File: src/rtl/core/dch_pkg.sv
`timescale 1ns / 1ps
// ---------------------------------------------------------------------------
// dch_pkg
// Shared types, codes and scale tables for the diatonic chord harmonizer.
// ---------------------------------------------------------------------------
package dch_pkg;

   localparam logic [3:0] KIND_NOTE_OFF = 4'h8;
   localparam logic [3:0] KIND_NOTE_ON  = 4'h9;
   localparam logic [3:0] PITCH_CLASSES = 4'd12;
   localparam logic signed [3:0] NO_DEGREE = -4'sd1;

   typedef enum logic [1:0] {
      CSR_ROOT_KEY     = 2'd0,
      CSR_MINOR_MODE   = 2'd1,
      CSR_ZONE_FLOOR   = 2'd2,
      CSR_ZONE_CEILING = 2'd3
   } csr_index_type;

   typedef struct packed {
      logic [3:0] root_key;
      logic       minor_mode;
      logic [6:0] zone_floor;
      logic [6:0] zone_ceiling;
   } cfg_type;

   typedef struct packed {
      logic [7:0]        status;
      logic [6:0]        note;
      logic [6:0]        vel;
      logic [15:0]       pos;
      logic              chord;
      logic signed [8:0] base;
      logic signed [3:0] deg;
      logic              minor;
   } desc_type;

   function automatic logic [3:0] mod12(input logic [6:0] n);
      logic [12:0] prod;
      logic [3:0]  q;
      logic [7:0]  q12;
      logic [7:0]  r;
      prod = {6'd0, n} * 13'd43;
      q    = prod[12:9];
      q12  = {4'd0, q} * 8'd12;
      r    = {1'b0, n} - q12;
      return r[3:0];
   endfunction

   function automatic logic [3:0] scale_step(input logic minor, input logic [2:0] idx);
      logic [3:0] s;
      case (idx)
         3'd0: s = 4'd0;
         3'd1: s = 4'd2;
         3'd2: s = minor ? 4'd3 : 4'd4;
         3'd3: s = 4'd5;
         3'd4: s = 4'd7;
         3'd5: s = minor ? 4'd8 : 4'd9;
         3'd6: s = minor ? 4'd10 : 4'd11;
         default: s = 4'd0;
      endcase
      return s;
   endfunction

   function automatic logic signed [3:0] degree_of(input logic minor, input logic [3:0] rel);
      logic signed [3:0] d;
      d = NO_DEGREE;
      for (int i = 0; i < 7; i++) begin
         if (scale_step(minor, 3'(i)) == rel) d = 4'(i);
      end
      return d;
   endfunction

   function automatic logic [3:0] chord_offset(input logic [1:0] k);
      logic [3:0] o;
      case (k)
         2'd0: o = 4'd0;
         2'd1: o = 4'd4;
         2'd2: o = 4'd7;
         2'd3: o = 4'd9;
         default: o = 4'd0;
      endcase
      return o;
   endfunction

endpackage

File: src/rtl/core/dch_front.sv
`timescale 1ns / 1ps
// ---------------------------------------------------------------------------
// dch_front
// Classifies each request, tracks held keys and queues a descriptor for it.
// ---------------------------------------------------------------------------
module dch_front (
   input  logic              clock,
   input  logic              reset,
   input  dch_pkg::cfg_type  cfg,
   input  logic              req_valid,
   output logic              req_ready,
   input  logic [7:0]        req_status_byte,
   input  logic [6:0]        req_data_one,
   input  logic [6:0]        req_data_two,
   input  logic [15:0]       req_sample_pos,
   input  logic              queue_full,
   output logic              push,
   output dch_pkg::desc_type desc
);
   import dch_pkg::*;

   logic [127:0]      held_ff;
   logic [127:0]      held_in;
   logic [3:0]        kind;
   logic              vel_zero;
   logic              is_on;
   logic              is_off;
   logic [3:0]        root_mod;
   logic [3:0]        note_mod;
   logic [3:0]        rel;
   logic signed [3:0] deg;
   logic              in_zone;
   logic              fire;

   assign req_ready = !queue_full;
   assign push      = req_valid && !queue_full;

   always_comb begin
      kind     = req_status_byte[7:4];
      vel_zero = (req_data_two == 7'd0);
      is_on    = (kind == KIND_NOTE_ON) && !vel_zero;
      is_off   = (kind == KIND_NOTE_OFF) || ((kind == KIND_NOTE_ON) && vel_zero);
      root_mod = (cfg.root_key >= PITCH_CLASSES) ? cfg.root_key - PITCH_CLASSES
                                                 : cfg.root_key;
      note_mod = mod12(req_data_one);
      if (note_mod >= root_mod) begin
         rel = note_mod - root_mod;
      end else begin
         rel = (PITCH_CLASSES - root_mod) + note_mod;
      end
      deg     = degree_of(cfg.minor_mode, rel);
      in_zone = (req_data_one >= cfg.zone_floor) && (req_data_one <= cfg.zone_ceiling);
      fire    = is_on ? ((deg != NO_DEGREE) && in_zone)
                      : (is_off && held_ff[req_data_one]);

      desc.note  = req_data_one;
      desc.vel   = req_data_two;
      desc.pos   = req_sample_pos;
      desc.chord = fire;
      desc.base  = $signed({2'b00, req_data_one}) - $signed({5'd0, rel});
      desc.deg   = deg;
      desc.minor = cfg.minor_mode;
      if (fire) begin
         desc.status = {(is_on ? KIND_NOTE_ON : KIND_NOTE_OFF), req_status_byte[3:0]};
      end else begin
         desc.status = req_status_byte;
      end

      held_in = held_ff;
      if (push && fire) begin
         held_in[req_data_one] = is_on;
      end
   end

   always_ff @(posedge clock) begin
      if (reset) begin
         held_ff <= '0;
      end else begin
         held_ff <= held_in;
      end
   end

endmodule

File: src/rtl/core/dch_queue.sv
`timescale 1ns / 1ps
// ---------------------------------------------------------------------------
// dch_queue
// Short descriptor queue between the front and the back.
// ---------------------------------------------------------------------------
module dch_queue #(
   parameter int DEPTH = 4
) (
   input  logic              clock,
   input  logic              reset,
   input  logic              push,
   input  dch_pkg::desc_type push_desc,
   output logic              full,
   input  logic              pop,
   output logic              head_valid,
   output dch_pkg::desc_type head_desc
);
   import dch_pkg::*;

   localparam int AW = (DEPTH > 1) ? $clog2(DEPTH) : 1;

   desc_type      slot_ff [DEPTH];
   logic [AW-1:0] wr_ptr_ff;
   logic [AW-1:0] wr_ptr_in;
   logic [AW-1:0] rd_ptr_ff;
   logic [AW-1:0] rd_ptr_in;
   logic [AW:0]   count_ff;
   logic [AW:0]   count_in;

   assign full       = (count_ff == (AW+1)'(DEPTH));
   assign head_valid = (count_ff != '0);
   assign head_desc  = slot_ff[rd_ptr_ff];

   always_comb begin
      wr_ptr_in = wr_ptr_ff;
      rd_ptr_in = rd_ptr_ff;
      count_in  = count_ff;
      if (push) begin
         wr_ptr_in = (wr_ptr_ff == AW'(DEPTH-1)) ? '0 : wr_ptr_ff + 1'b1;
      end
      if (pop) begin
         rd_ptr_in = (rd_ptr_ff == AW'(DEPTH-1)) ? '0 : rd_ptr_ff + 1'b1;
      end
      if (push && !pop) begin
         count_in = count_ff + 1'b1;
      end else if (pop && !push) begin
         count_in = count_ff - 1'b1;
      end
   end

   always_ff @(posedge clock) begin
      if (push) begin
         slot_ff[wr_ptr_ff] <= push_desc;
      end
   end

   always_ff @(posedge clock) begin
      if (reset) begin
         wr_ptr_ff <= '0;
         rd_ptr_ff <= '0;
         count_ff  <= '0;
      end else begin
         wr_ptr_ff <= wr_ptr_in;
         rd_ptr_ff <= rd_ptr_in;
         count_ff  <= count_in;
      end
   end

endmodule

File: src/rtl/core/dch_back.sv
`timescale 1ns / 1ps
// ---------------------------------------------------------------------------
// dch_back
// Expands queued descriptors into one pass-through or four chord responses.
// ---------------------------------------------------------------------------
module dch_back (
   input  logic              clock,
   input  logic              reset,
   input  logic              head_valid,
   input  dch_pkg::desc_type head_desc,
   output logic              pop,
   output logic              rsp_valid,
   input  logic              rsp_ready,
   output logic [7:0]        rsp_out_status,
   output logic [6:0]        rsp_out_data_one,
   output logic [6:0]        rsp_out_data_two,
   output logic [15:0]       rsp_out_sample_pos,
   output logic              rsp_last_of_run
);
   import dch_pkg::*;

   logic              valid_ff;
   logic              valid_in;
   logic [1:0]        k_ff;
   logic [1:0]        k_in;
   logic [7:0]        status_ff;
   logic [6:0]        data_one_ff;
   logic [6:0]        data_two_ff;
   logic [15:0]       pos_ff;
   logic              last_ff;
   logic              load;
   logic              last;
   logic signed [4:0] d;
   logic [2:0]        idx;
   logic signed [9:0] oct12;
   logic signed [9:0] raw;
   logic [6:0]        pitch;

   always_comb begin
      d = $signed({head_desc.deg[3], head_desc.deg})
        + $signed({1'b0, chord_offset(k_ff)});
      if (d < 0) begin
         idx   = 3'd6;
         oct12 = -10'sd12;
      end else if (d >= 5'sd14) begin
         idx   = 3'(d - 5'sd14);
         oct12 = 10'sd24;
      end else if (d >= 5'sd7) begin
         idx   = 3'(d - 5'sd7);
         oct12 = 10'sd12;
      end else begin
         idx   = d[2:0];
         oct12 = 10'sd0;
      end
      raw = 10'(head_desc.base) + oct12
          + $signed({6'd0, scale_step(head_desc.minor, idx)});
      if (raw < 0) begin
         pitch = 7'd0;
      end else if (raw > 10'sd127) begin
         pitch = 7'd127;
      end else begin
         pitch = raw[6:0];
      end

      load     = head_valid && (!valid_ff || rsp_ready);
      last     = !head_desc.chord || (k_ff == 2'd3);
      pop      = load && last;
      valid_in = load ? 1'b1 : (valid_ff && !rsp_ready);
      k_in     = k_ff;
      if (load) begin
         k_in = last ? 2'd0 : k_ff + 2'd1;
      end
   end

   always_ff @(posedge clock) begin
      if (reset) begin
         valid_ff <= 1'b0;
         k_ff     <= 2'd0;
      end else begin
         valid_ff <= valid_in;
         k_ff     <= k_in;
      end
   end

   always_ff @(posedge clock) begin
      if (load) begin
         status_ff   <= head_desc.status;
         data_one_ff <= head_desc.chord ? pitch : head_desc.note;
         data_two_ff <= head_desc.vel;
         pos_ff      <= head_desc.pos;
         last_ff     <= last;
      end
   end

   assign rsp_valid          = valid_ff;
   assign rsp_out_status     = status_ff;
   assign rsp_out_data_one   = data_one_ff;
   assign rsp_out_data_two   = data_two_ff;
   assign rsp_out_sample_pos = pos_ff;
   assign rsp_last_of_run    = last_ff;

endmodule

File: src/rtl/core/diatonic_chord_harmonizer.sv
`timescale 1ns / 1ps
// ---------------------------------------------------------------------------
// diatonic_chord_harmonizer
// Turns in-scale, in-zone note events into four-note diatonic chords.
// Each accepted request is queued, then loaded into the output register.
// Throughput: one request per cycle in while the queue has room; the back end
// sends one response for a pass-through request and four for a chord request,
// one response per cycle from its output register while rsp_ready is high.
// Reset: synchronous; clears held keys, queue and output valid, loads defaults.
// ---------------------------------------------------------------------------
module diatonic_chord_harmonizer #(
   parameter int QUEUE_DEPTH = 4
) (
   input  logic        clock,
   input  logic        reset,
   input  logic        csr_valid,
   output logic        csr_ready,
   input  logic [1:0]  csr_index,
   input  logic [7:0]  csr_data,
   input  logic        req_valid,
   output logic        req_ready,
   input  logic [7:0]  req_status_byte,
   input  logic [6:0]  req_data_one,
   input  logic [6:0]  req_data_two,
   input  logic [15:0] req_sample_pos,
   output logic        rsp_valid,
   input  logic        rsp_ready,
   output logic [7:0]  rsp_out_status,
   output logic [6:0]  rsp_out_data_one,
   output logic [6:0]  rsp_out_data_two,
   output logic [15:0] rsp_out_sample_pos,
   output logic        rsp_last_of_run
);
   import dch_pkg::*;

   cfg_type  cfg_ff;
   cfg_type  cfg_in;
   desc_type push_desc;
   desc_type head_desc;
   logic     push;
   logic     pop;
   logic     queue_full;
   logic     head_valid;

   assign csr_ready = 1'b1;

   always_comb begin
      cfg_in = cfg_ff;
      if (csr_valid) begin
         case (csr_index_type'(csr_index))
            CSR_ROOT_KEY:     cfg_in.root_key     = csr_data[3:0];
            CSR_MINOR_MODE:   cfg_in.minor_mode   = csr_data[0];
            CSR_ZONE_FLOOR:   cfg_in.zone_floor   = csr_data[6:0];
            CSR_ZONE_CEILING: cfg_in.zone_ceiling = csr_data[6:0];
            default:          cfg_in = cfg_ff;
         endcase
      end
   end

   always_ff @(posedge clock) begin
      if (reset) begin
         cfg_ff.root_key     <= 4'd0;
         cfg_ff.minor_mode   <= 1'b0;
         cfg_ff.zone_floor   <= 7'd48;
         cfg_ff.zone_ceiling <= 7'd72;
      end else begin
         cfg_ff <= cfg_in;
      end
   end

   dch_front u_front (
      .clock           (clock),
      .reset           (reset),
      .cfg             (cfg_ff),
      .req_valid       (req_valid),
      .req_ready       (req_ready),
      .req_status_byte (req_status_byte),
      .req_data_one    (req_data_one),
      .req_data_two    (req_data_two),
      .req_sample_pos  (req_sample_pos),
      .queue_full      (queue_full),
      .push            (push),
      .desc            (push_desc)
   );

   dch_queue #(
      .DEPTH (QUEUE_DEPTH)
   ) u_queue (
      .clock      (clock),
      .reset      (reset),
      .push       (push),
      .push_desc  (push_desc),
      .full       (queue_full),
      .pop        (pop),
      .head_valid (head_valid),
      .head_desc  (head_desc)
   );

   dch_back u_back (
      .clock              (clock),
      .reset              (reset),
      .head_valid         (head_valid),
      .head_desc          (head_desc),
      .pop                (pop),
      .rsp_valid          (rsp_valid),
      .rsp_ready          (rsp_ready),
      .rsp_out_status     (rsp_out_status),
      .rsp_out_data_one   (rsp_out_data_one),
      .rsp_out_data_two   (rsp_out_data_two),
      .rsp_out_sample_pos (rsp_out_sample_pos),
      .rsp_last_of_run    (rsp_last_of_run)
   );

endmodule

File: config.mk
export PLATFORM = sky130hd
export DESIGN_NAME = diatonic_chord_harmonizer
export DESIGN_NICKNAME = d
export VERILOG_FILES = /design/src/rtl/core/dch_pkg.sv /design/src/rtl/core/dch_front.sv /design/src/rtl/core/dch_queue.sv /design/src/rtl/core/dch_back.sv /design/src/rtl/core/diatonic_chord_harmonizer.sv
export SDC_FILE = /design/constraint.sdc
export NUM_CORES = 1
export LEC_CHECK = 0
export BUFFER_PORTS_ARGS = -buffer_cell sky130_fd_sc_hd__buf_2
export CORE_MARGIN = 3
export CORE_UTILIZATION = 33
export DETAILED_ROUTE_END_ITERATION = 8
export PLACE_DENSITY_LB_ADDON = 0.12
export SLEW_MARGIN = 20
export SYNTH_ARGS = -nofsm -noshare
export SYNTH_HDL_FRONTEND = slang
export SYNTH_HIERARCHICAL = 1
export SYNTH_SLANG_ARGS = --single-unit
File: constraint.sdc
create_clock -name clock -period 8.61 [get_ports clock]
set_clock_uncertainty 0.15 [all_clocks]
set_input_delay 1.722 -clock clock [delete_from_list [all_inputs] [get_ports clock]]
set_output_delay 1.722 -clock clock [all_outputs]
set_load 0.03 [all_outputs]
==> results of run 1 <==
==> state kept, by name, indices dropped and copies added (netlist names), named ones only <==
register	flops
u_back/k_ff	2
u_back/rsp_out_status	8
u_front/held_ff	128
u_back/rsp_last_of_run	1
u_back/rsp_out_sample_pos	16
cfg_ff	19
u_queue/slot_ff	212
u_back/rsp_out_data_two	7
u_queue/rd_ptr_ff	2
u_back/rsp_out_data_one	7
u_queue/count_ff	3
u_back/rsp_valid	1
u_queue/wr_ptr_ff	2
==> synthesized netlist by cell type, types with 6 or more instances <==
cell,instances,share of area
edfxtp_1,251,0.35
xnor2_1,15,0.0061
o22ai_1,8,0.0023
nor2b_1,12,0.0035
and2_1,9,0.0026
a22oi_1,6,0.0021
o211ai_2,110,0.064
and4_1,16,0.0065
dfxtp_1,159,0.15
clkbuf_2,10,0.0023
buf_4,42,0.015
and3_1,21,0.0061
mux2i_1,191,0.089
nand4_1,8,0.0023
o2bb2ai_1,7,0.0028
buf_1,6,0.0010
nand3_1,9,0.0021
xor2_1,7,0.0028
a31oi_1,16,0.0047
inv_1,63,0.011
nor3_1,11,0.0026
mux4_2,64,0.067
clkbuf_1,56,0.0098
a21oi_1,26,0.0060
fa_1,15,0.014
buf_6,16,0.0084
o211ai_1,10,0.0035
o21ai_0,17,0.0040
nand2b_1,158,0.046
buf_2,24,0.0056
nor2_1,46,0.0080
a21o_1,7,0.0024
ha_1,88,0.051
nand2_1,28,0.0049
==> cells by family after synthesis <==
family	after synthesis	synth area share
flops	410	0.498
xor+xnor	25	0.0117
mux	260	0.162
compound gates	247	0.108
fa+ha+maj	103	0.0651
simple gates	351	0.0963
buf+inv	226	0.0581
other cells	1	0.000174
==> power by group through the flow <==
| stage | Clock [mW] | Combinational [mW] | Sequential (mW) |
|---|---|---|---|
| 2_1_floorplan | 0 | 2.51 | 2.81 |
| 3_3_place_gp | 0 | 3.33 | 2.61 |
| 3_5_place_dp | 0 | 3.36 | 2.61 |
| 4_1_cts | 2.17 | 3.39 | 2.57 |
| 5_1_grt | 2.26 | 3.76 | 2.59 |
| 6_report | 2.10 | 3.32 | 2.56 |
==> layout make-up <==
type / count / area, um2 / area share
flip-flops and latches: 410 / 10700 / 0.446
clock inverters: 25 / 362 / 0.0150
inverters: 67 / 251 / 0.0104
multi-input cells: 987 / 9580 / 0.398
well taps: 846 / 1060 / 0.0440
diodes: 1 / 2.50 / 0.000104
repair buffers: 132 / 803 / 0.0334
clock buffers: 63 / 1290 / 0.0534
==> routing by layer <==
metal,GRT usage,routed length (um),vias to the layer above
met5,0,0,-
met4,0.0383,903,0
met3,0.0236,1730,63
met2,0.262,25400,166
met1,0.212,24400,6488
li1,-,-,6063
==> worst min path at each step <==
stage / start / slack (ns) / end / cells after the start
floorplan: u_front/held_ff[1] / 0.30 / u_front/held_ff[1] / 2
global placement: u_front/held_ff[89] / 0.31 / u_front/held_ff[89] / 2
detailed placement: u_front/held_ff[16] / 0.31 / u_front/held_ff[16] / 2
CTS: u_front/held_ff[110] / 0.33 / u_front/held_ff[110] / 2
global route: u_front/held_ff[57] / 0.34 / u_front/held_ff[57] / 2
finish: u_front/held_ff[2] / 0.32 / u_front/held_ff[2] / 2
==> critical path: stages <==
cell,delay [ns]
buf_2,0.13
clkinv_1,0.22
ha_1,0.36
ha_1,0.30
fa_1,0.49
ha_1,0.30
nand4_1,0.09
o21bai_1,0.07
a21o_1,0.18
a21oi_1,0.15
o21ai_0,0.11
buf_4,0.15
xor2_1,0.13
ha_1,0.31
ha_1,0.37
inv_1,0.09
fa_1,0.52
or4_1,0.11
o211ai_1,0.13
nor2_1,0.38
inv_1,0.22
and3_1,0.24
nor4_2,0.36
buf_4,0.25
nor3_2,0.07
buf_12,0.25
o211ai_1,0.26
mux2i_1,0.20
==> stage by stage <==
step | cells | area [um2] | setup WS (ns) | hold slack (ns) | power (mW)
6_report | 2531 | 24100 | 0.685 | 0.323 | 7.98
5_1_grt | 2530 | 24100 | 0.228 | 0.338 | 8.61
4_1_cts | 2530 | 24100 | 0.765 | 0.328 | 8.13
3_5_place_dp | 2442 | 22400 | 0.193 | 0.313 | 5.97
3_3_place_gp | 2442 | 22400 | 0.205 | 0.308 | 5.94
2_1_floorplan | 1623 | 21500 | 0.793 | 0.298 | 5.31
==> reports/metrics.cfg, run 1 <==
[status]
status = finished, final reports clean

[clocking]
clock-sinks = 410
clkTransAtPathRegs_ns = 0.06
postCtsHoldBufs = 0
cts_buffers = 47
clk_latency_ns = 0.62
cts_resized = 0
cts_buffer_depth = 3
post_cts_buffers = 0
htree_num_levels = 2
cts_root_buf = clkbuf_16
cts_tree = built

[route]
drt_iter0_drc = 630
drt-pass1-iter-count = 5
vias = 12780
drcViolationCount = 0
vias_per_cell = 5.05
wirelength_mm = 52.4
detail-route-antenna-nets = 0
post_drt_wl_per_cell_um = 20.7

[global_routing]
grt_pass1_wl_mm = 82.2
antenna_found_initial = 1
overflow = 0
grt_max_degree = 75
grt_pass1_vias = 13457
globalRouteTotalUtil = 0.156

[critical_path]
cp-startpoint = req_data_one[4]
reg2reg_depth = 21
crit_end = u_front/held_ff[116]
critical_path.startpoint_type = primary input
r2r-end = u_back/rsp_out_data_one[6]
r2r_slack_ns = 2.42
crit_fanout = 51
arrival_ns = 8.26
crit_type = in -> reg
end_kind = flip-flop
crit_required_ns = 8.95

[placed_design]
numPortBuffers = 92
hpwlAfterDp_mm = 32.0
gp_congestion = 0.775

[floorplan]
die_area_um2 = 68300
initial_core_util = 0.337
row_count = 92
die_x_um = 261
ioPinCount = 95
die_y_um = 261
core-area_um2 = 63800

[power]
combPwrFrac = 0.415
leakage_nw = 9.85
ir_worst_vdd_v = 0.000379
power_per_cell_area_nw_per_um2 = 332
p_sw_mw = 2.92
clock_power_share = 0.263
power.share.switching = 0.365
internal-power_mw = 5.06
seq_power_share = 0.321

[yosys]
yosysWarningCount = 6
avgSynthCellArea_um2 = 13.3
synthArstFlopShare = 0
ys_seq_area_frac = 0.498
syn_inst = 1623
synth_cell_types = 83
ys_ff_latch = 410
synth_edf_count = 251
syn-num-nets = 1779
synth_ff_type = edfxtp_1
syn-cell-area_um2 = 21500

[finish]
fill_cells = 6119
nets = 1801
area_growth_pct = 11.8
mostFrequentLayoutCells = 251 x edfxtp_1, 191 x mux2i_1, 158 x nand2b_1, 157 x dfxtp_1, 110 x o211ai_2
layout_commonest_cell = edfxtp_1
fin_util = 0.377
drive_above_1_share = 0.246

[sta]
hold_violations = 0
finalSetupViolCount = 0
fin_crit_ns = 7.93
slew_violations = 0
final.setup.tns_ns = 0
max-slew-margin-rel = 0.347
worst_pin_slew_ns = 0.966
fmax_mhz = 126
fin_crit_sh = 0.920
rsz0062_at_grt = no

[min_path]
hold_path.class = reg -> reg

[flow_run]
max_cap_viol_count = 0

Power figures use the tool's default switching activity.
==> run 2: changes to the inputs <==
RECOVER_POWER = 25   (was default)
clock period = 9.9 ns   (was 8.61 ns; I/O delays follow)
==> run 2 against run 1 <==
Effect of this change: the flow now finishes with violations (capacitance limit, slew limit); largest cell class unchanged; sequential share of layout area up 0.31 points; critical path depth decreased by 4; critical path type unchanged; highest routed layer unchanged; final cell count down 0.24%; clock-buffer cell count is the same; worst hold slack hardly changed.
==> reports/metrics.cfg, run 2 (synthesis results as in run 1) <==
[status]
status = complete, but fails checks  ; was finished, final reports clean
violations = capacitance limit, slew limit

[finish]
mostFrequentLayoutCells = 251 x edfxtp_1, 191 x mux2i_1, 158 x nand2b_1, 158 x dfxtp_1, 110 x o211ai_2  ; was 251 x edfxtp_1, 191 x mux2i_1, 158 x nand2b_1, 157 x dfxtp_1, 110 x o211ai_2
area_growth_pct = 11.0  ; was 11.8%
stdcell_count = 2525  ; was 2531
design_area_um2 = 23900  ; was 24100 um2
layout_commonest_cell = edfxtp_1  ; unchanged
largest_register_ff_count = 212  ; unchanged
fill_cells = 6241  ; was 6119
drive_above_1_share = 0.221  ; was 0.246
top_register = u_queue/slot_ff  ; unchanged
nets = 1795  ; was 1801
reg_top3 = u_queue/slot_ff: 212 flops, u_front/held_ff: 128 flops, cfg_ff: 19 flops  ; unchanged

[sta]
fmax_mhz = 113
hold_violations = 0  ; unchanged
max-slew-margin-rel = -1.52  ; was 0.347
layout_setup_ws_ns = 1.06  ; was 0.685 ns
worst_pin_slew_ns = 3.78  ; was 0.966 ns
fin_crit_sh = 0.893
fin_crit_ns = 8.84
finalSetupViolCount = 0  ; unchanged
rsz0062_at_grt = no  ; unchanged
final.setup.tns_ns = 0  ; unchanged
slew_violations = 110  ; was 0

[clocking]
post_cts_buffers = 0  ; unchanged
postCtsHoldBufs = 0  ; unchanged
clock-sinks = 410  ; unchanged
clkTransAtPathRegs_ns = 0.06  ; about the same
cts_buffers = 49  ; was 47
htree_num_levels = 2  ; unchanged
clk_latency_ns = 0.61  ; was 0.62 ns
cts_root_buf = clkbuf_16  ; unchanged
cts_resized = 0  ; unchanged
cts_buffer_depth = 3  ; unchanged
cts_tree = built  ; unchanged

[placed_design]
hpwlAfterDp_mm = 32.8  ; was 32.0 mm
gp_congestion = 0.790  ; was 0.775
post-place-ws_ns = 0.592  ; was 0.193 ns
dpl-instance-area_um2 = 22300  ; was 22400 um2
numPlacedInstances = 2434  ; was 2442
numPortBuffers = 92  ; unchanged

[global_routing]
overflow = 0  ; unchanged
antenna_found_initial = 1  ; unchanged
grt_pass1_wl_mm = 81.4  ; was 82.2 mm
grt_pass1_vias = 13348  ; was 13457
grt_max_degree = 103  ; was 75
globalRouteTotalUtil = 0.155  ; was 0.156

[floorplan]
row_count = 92  ; unchanged
initial_core_util = 0.337  ; unchanged
ioPinCount = 95  ; unchanged
die_area_um2 = 68300  ; unchanged
die_x_um = 261  ; unchanged
core-area_um2 = 63800  ; unchanged
die_y_um = 261  ; unchanged

[route]
drcViolationCount = 0  ; unchanged
drt_iter0_drc = 557  ; was 630
wirelength_mm = 53.0  ; was 52.4 mm
post_drt_wl_per_cell_um = 21.0  ; was 20.7 um
drt-pass1-iter-count = 5  ; unchanged
detail-route-antenna-nets = 0  ; unchanged
vias_per_cell = 5.10  ; was 5.05
vias = 12877  ; was 12780

[power]
power_per_cell_area_nw_per_um2 = 289  ; was 332 nW/um2
leakage_nw = 9.70  ; was 9.85 nW
ir_worst_vdd_v = 0.000250  ; was 0.000379 V

[critical_path]
crit_type = in -> reg  ; unchanged
r2r-end = u_back/rsp_out_data_one[1]  ; was u_back/rsp_out_data_one[6]
critical_path.startpoint_type = primary input  ; unchanged
reg2reg_depth = 10  ; was 21
crit_fanout = 51  ; unchanged
r2r_slack_ns = 3.10  ; was 2.42 ns
arrival_ns = 9.13  ; was 8.26 ns
end_kind = flip-flop  ; unchanged
crit_required_ns = 10.19  ; was 8.95 ns

[flow_run]
max_cap_viol_count = 2  ; was 0

[min_path]
hold_path.class = reg -> reg  ; unchanged
min_from = u_front/held_ff[0]  ; was u_front/held_ff[2]
hold_end = u_front/held_ff[0]  ; was u_front/held_ff[2]
hold_depth = 2  ; unchanged

==> run 2: cell types whose count changed in the layout (fill, tap and decap cells not counted), moves of 2 or more <==
cell and change:
clkinv_1 +3, buf_4 -10, clkinv_4 -2, clkbuf_1 +35
bufinv_16 -3, clkinv_2 +6, buf_2 -35, clkbuf_16 +2
buf_12 -2, clkbuf_8 +2
==> run 2: worst max-delay path: stages <==
cell      delay, ns
clkbuf_1       0.79
clkinv_1       0.84
ha_2           0.57
nand4_1        0.09
o21bai_1       0.17
a21o_1         0.13
a21oi_1        0.06
o21ai_0        0.38
xor2_1         0.21
ha_1           0.28
ha_1           0.37
inv_1          0.09
fa_1           0.44
or4_1          0.40
o211ai_1       0.15
nor2_1         0.18
inv_1          0.20
and3_1         0.20
nor4_2         0.05
buf_4          0.19
nor3_2         0.16
buf_4          0.77
o211ai_1       0.19
mux2i_1        0.16
==> run 2: metrics by stage <==
stage / util / power, mW / hold WS [ns]
after floorplan: - / 4.62 / 0.298
after global placement: 0.350 / 5.14 / 0.308
after detailed placement: 0.350 / 5.19 / 0.316
after CTS: 0.376 / 7.04 / 0.326
after global routing: 0.375 / 7.41 / 0.340
final: 0.375 / 6.92 / 0.323
==> run 2: layer usage <==
layer | GRT usage | wire, um
met4 | 0.0443 | 1130
met1 | 0.200 | 23500
met2 | 0.265 | 26100
met5 | 0 | 0
met3 | 0.0283 | 2260
==> run 2: worst max path at each step <==
stage,start,endpoint,slack [ns],cells after the start
after floorplan,req_data_one[4],u_front/held_ff[106],1.83,28
after global placement,req_data_one[4],u_front/held_ff[22],0.67,26
after detailed placement,req_data_one[4],u_front/held_ff[22],0.59,26
after CTS,req_data_one[4],u_front/held_ff[22],1.22,26
after global routing,req_data_one[2],u_front/held_ff[116],0.56,24
final,req_data_one[2],u_front/held_ff[116],1.06,24
==> run 2: cell type report <==
cell class                      count  area, um2  area share
Clock inverter                     27        269      0.0113
Tap cell                          846       1060      0.0443
Inverter                           67        251      0.0105
Sequential cell                   410      10700       0.449
Timing Repair Buffer              124        659      0.0276
Antenna cell                        1       2.50    0.000105
Multi-Input combinational cell    987       9580       0.401
Clock buffer                       63       1350      0.0565
==> run 2: power by group <==
group | internal [mW] | total (mW) | switching (mW)
Sequential | 2.16 | 2.23 | 0.0765
Clock | 1.05 | 1.79 | 0.744
Combinational | 1.16 | 2.89 | 1.73
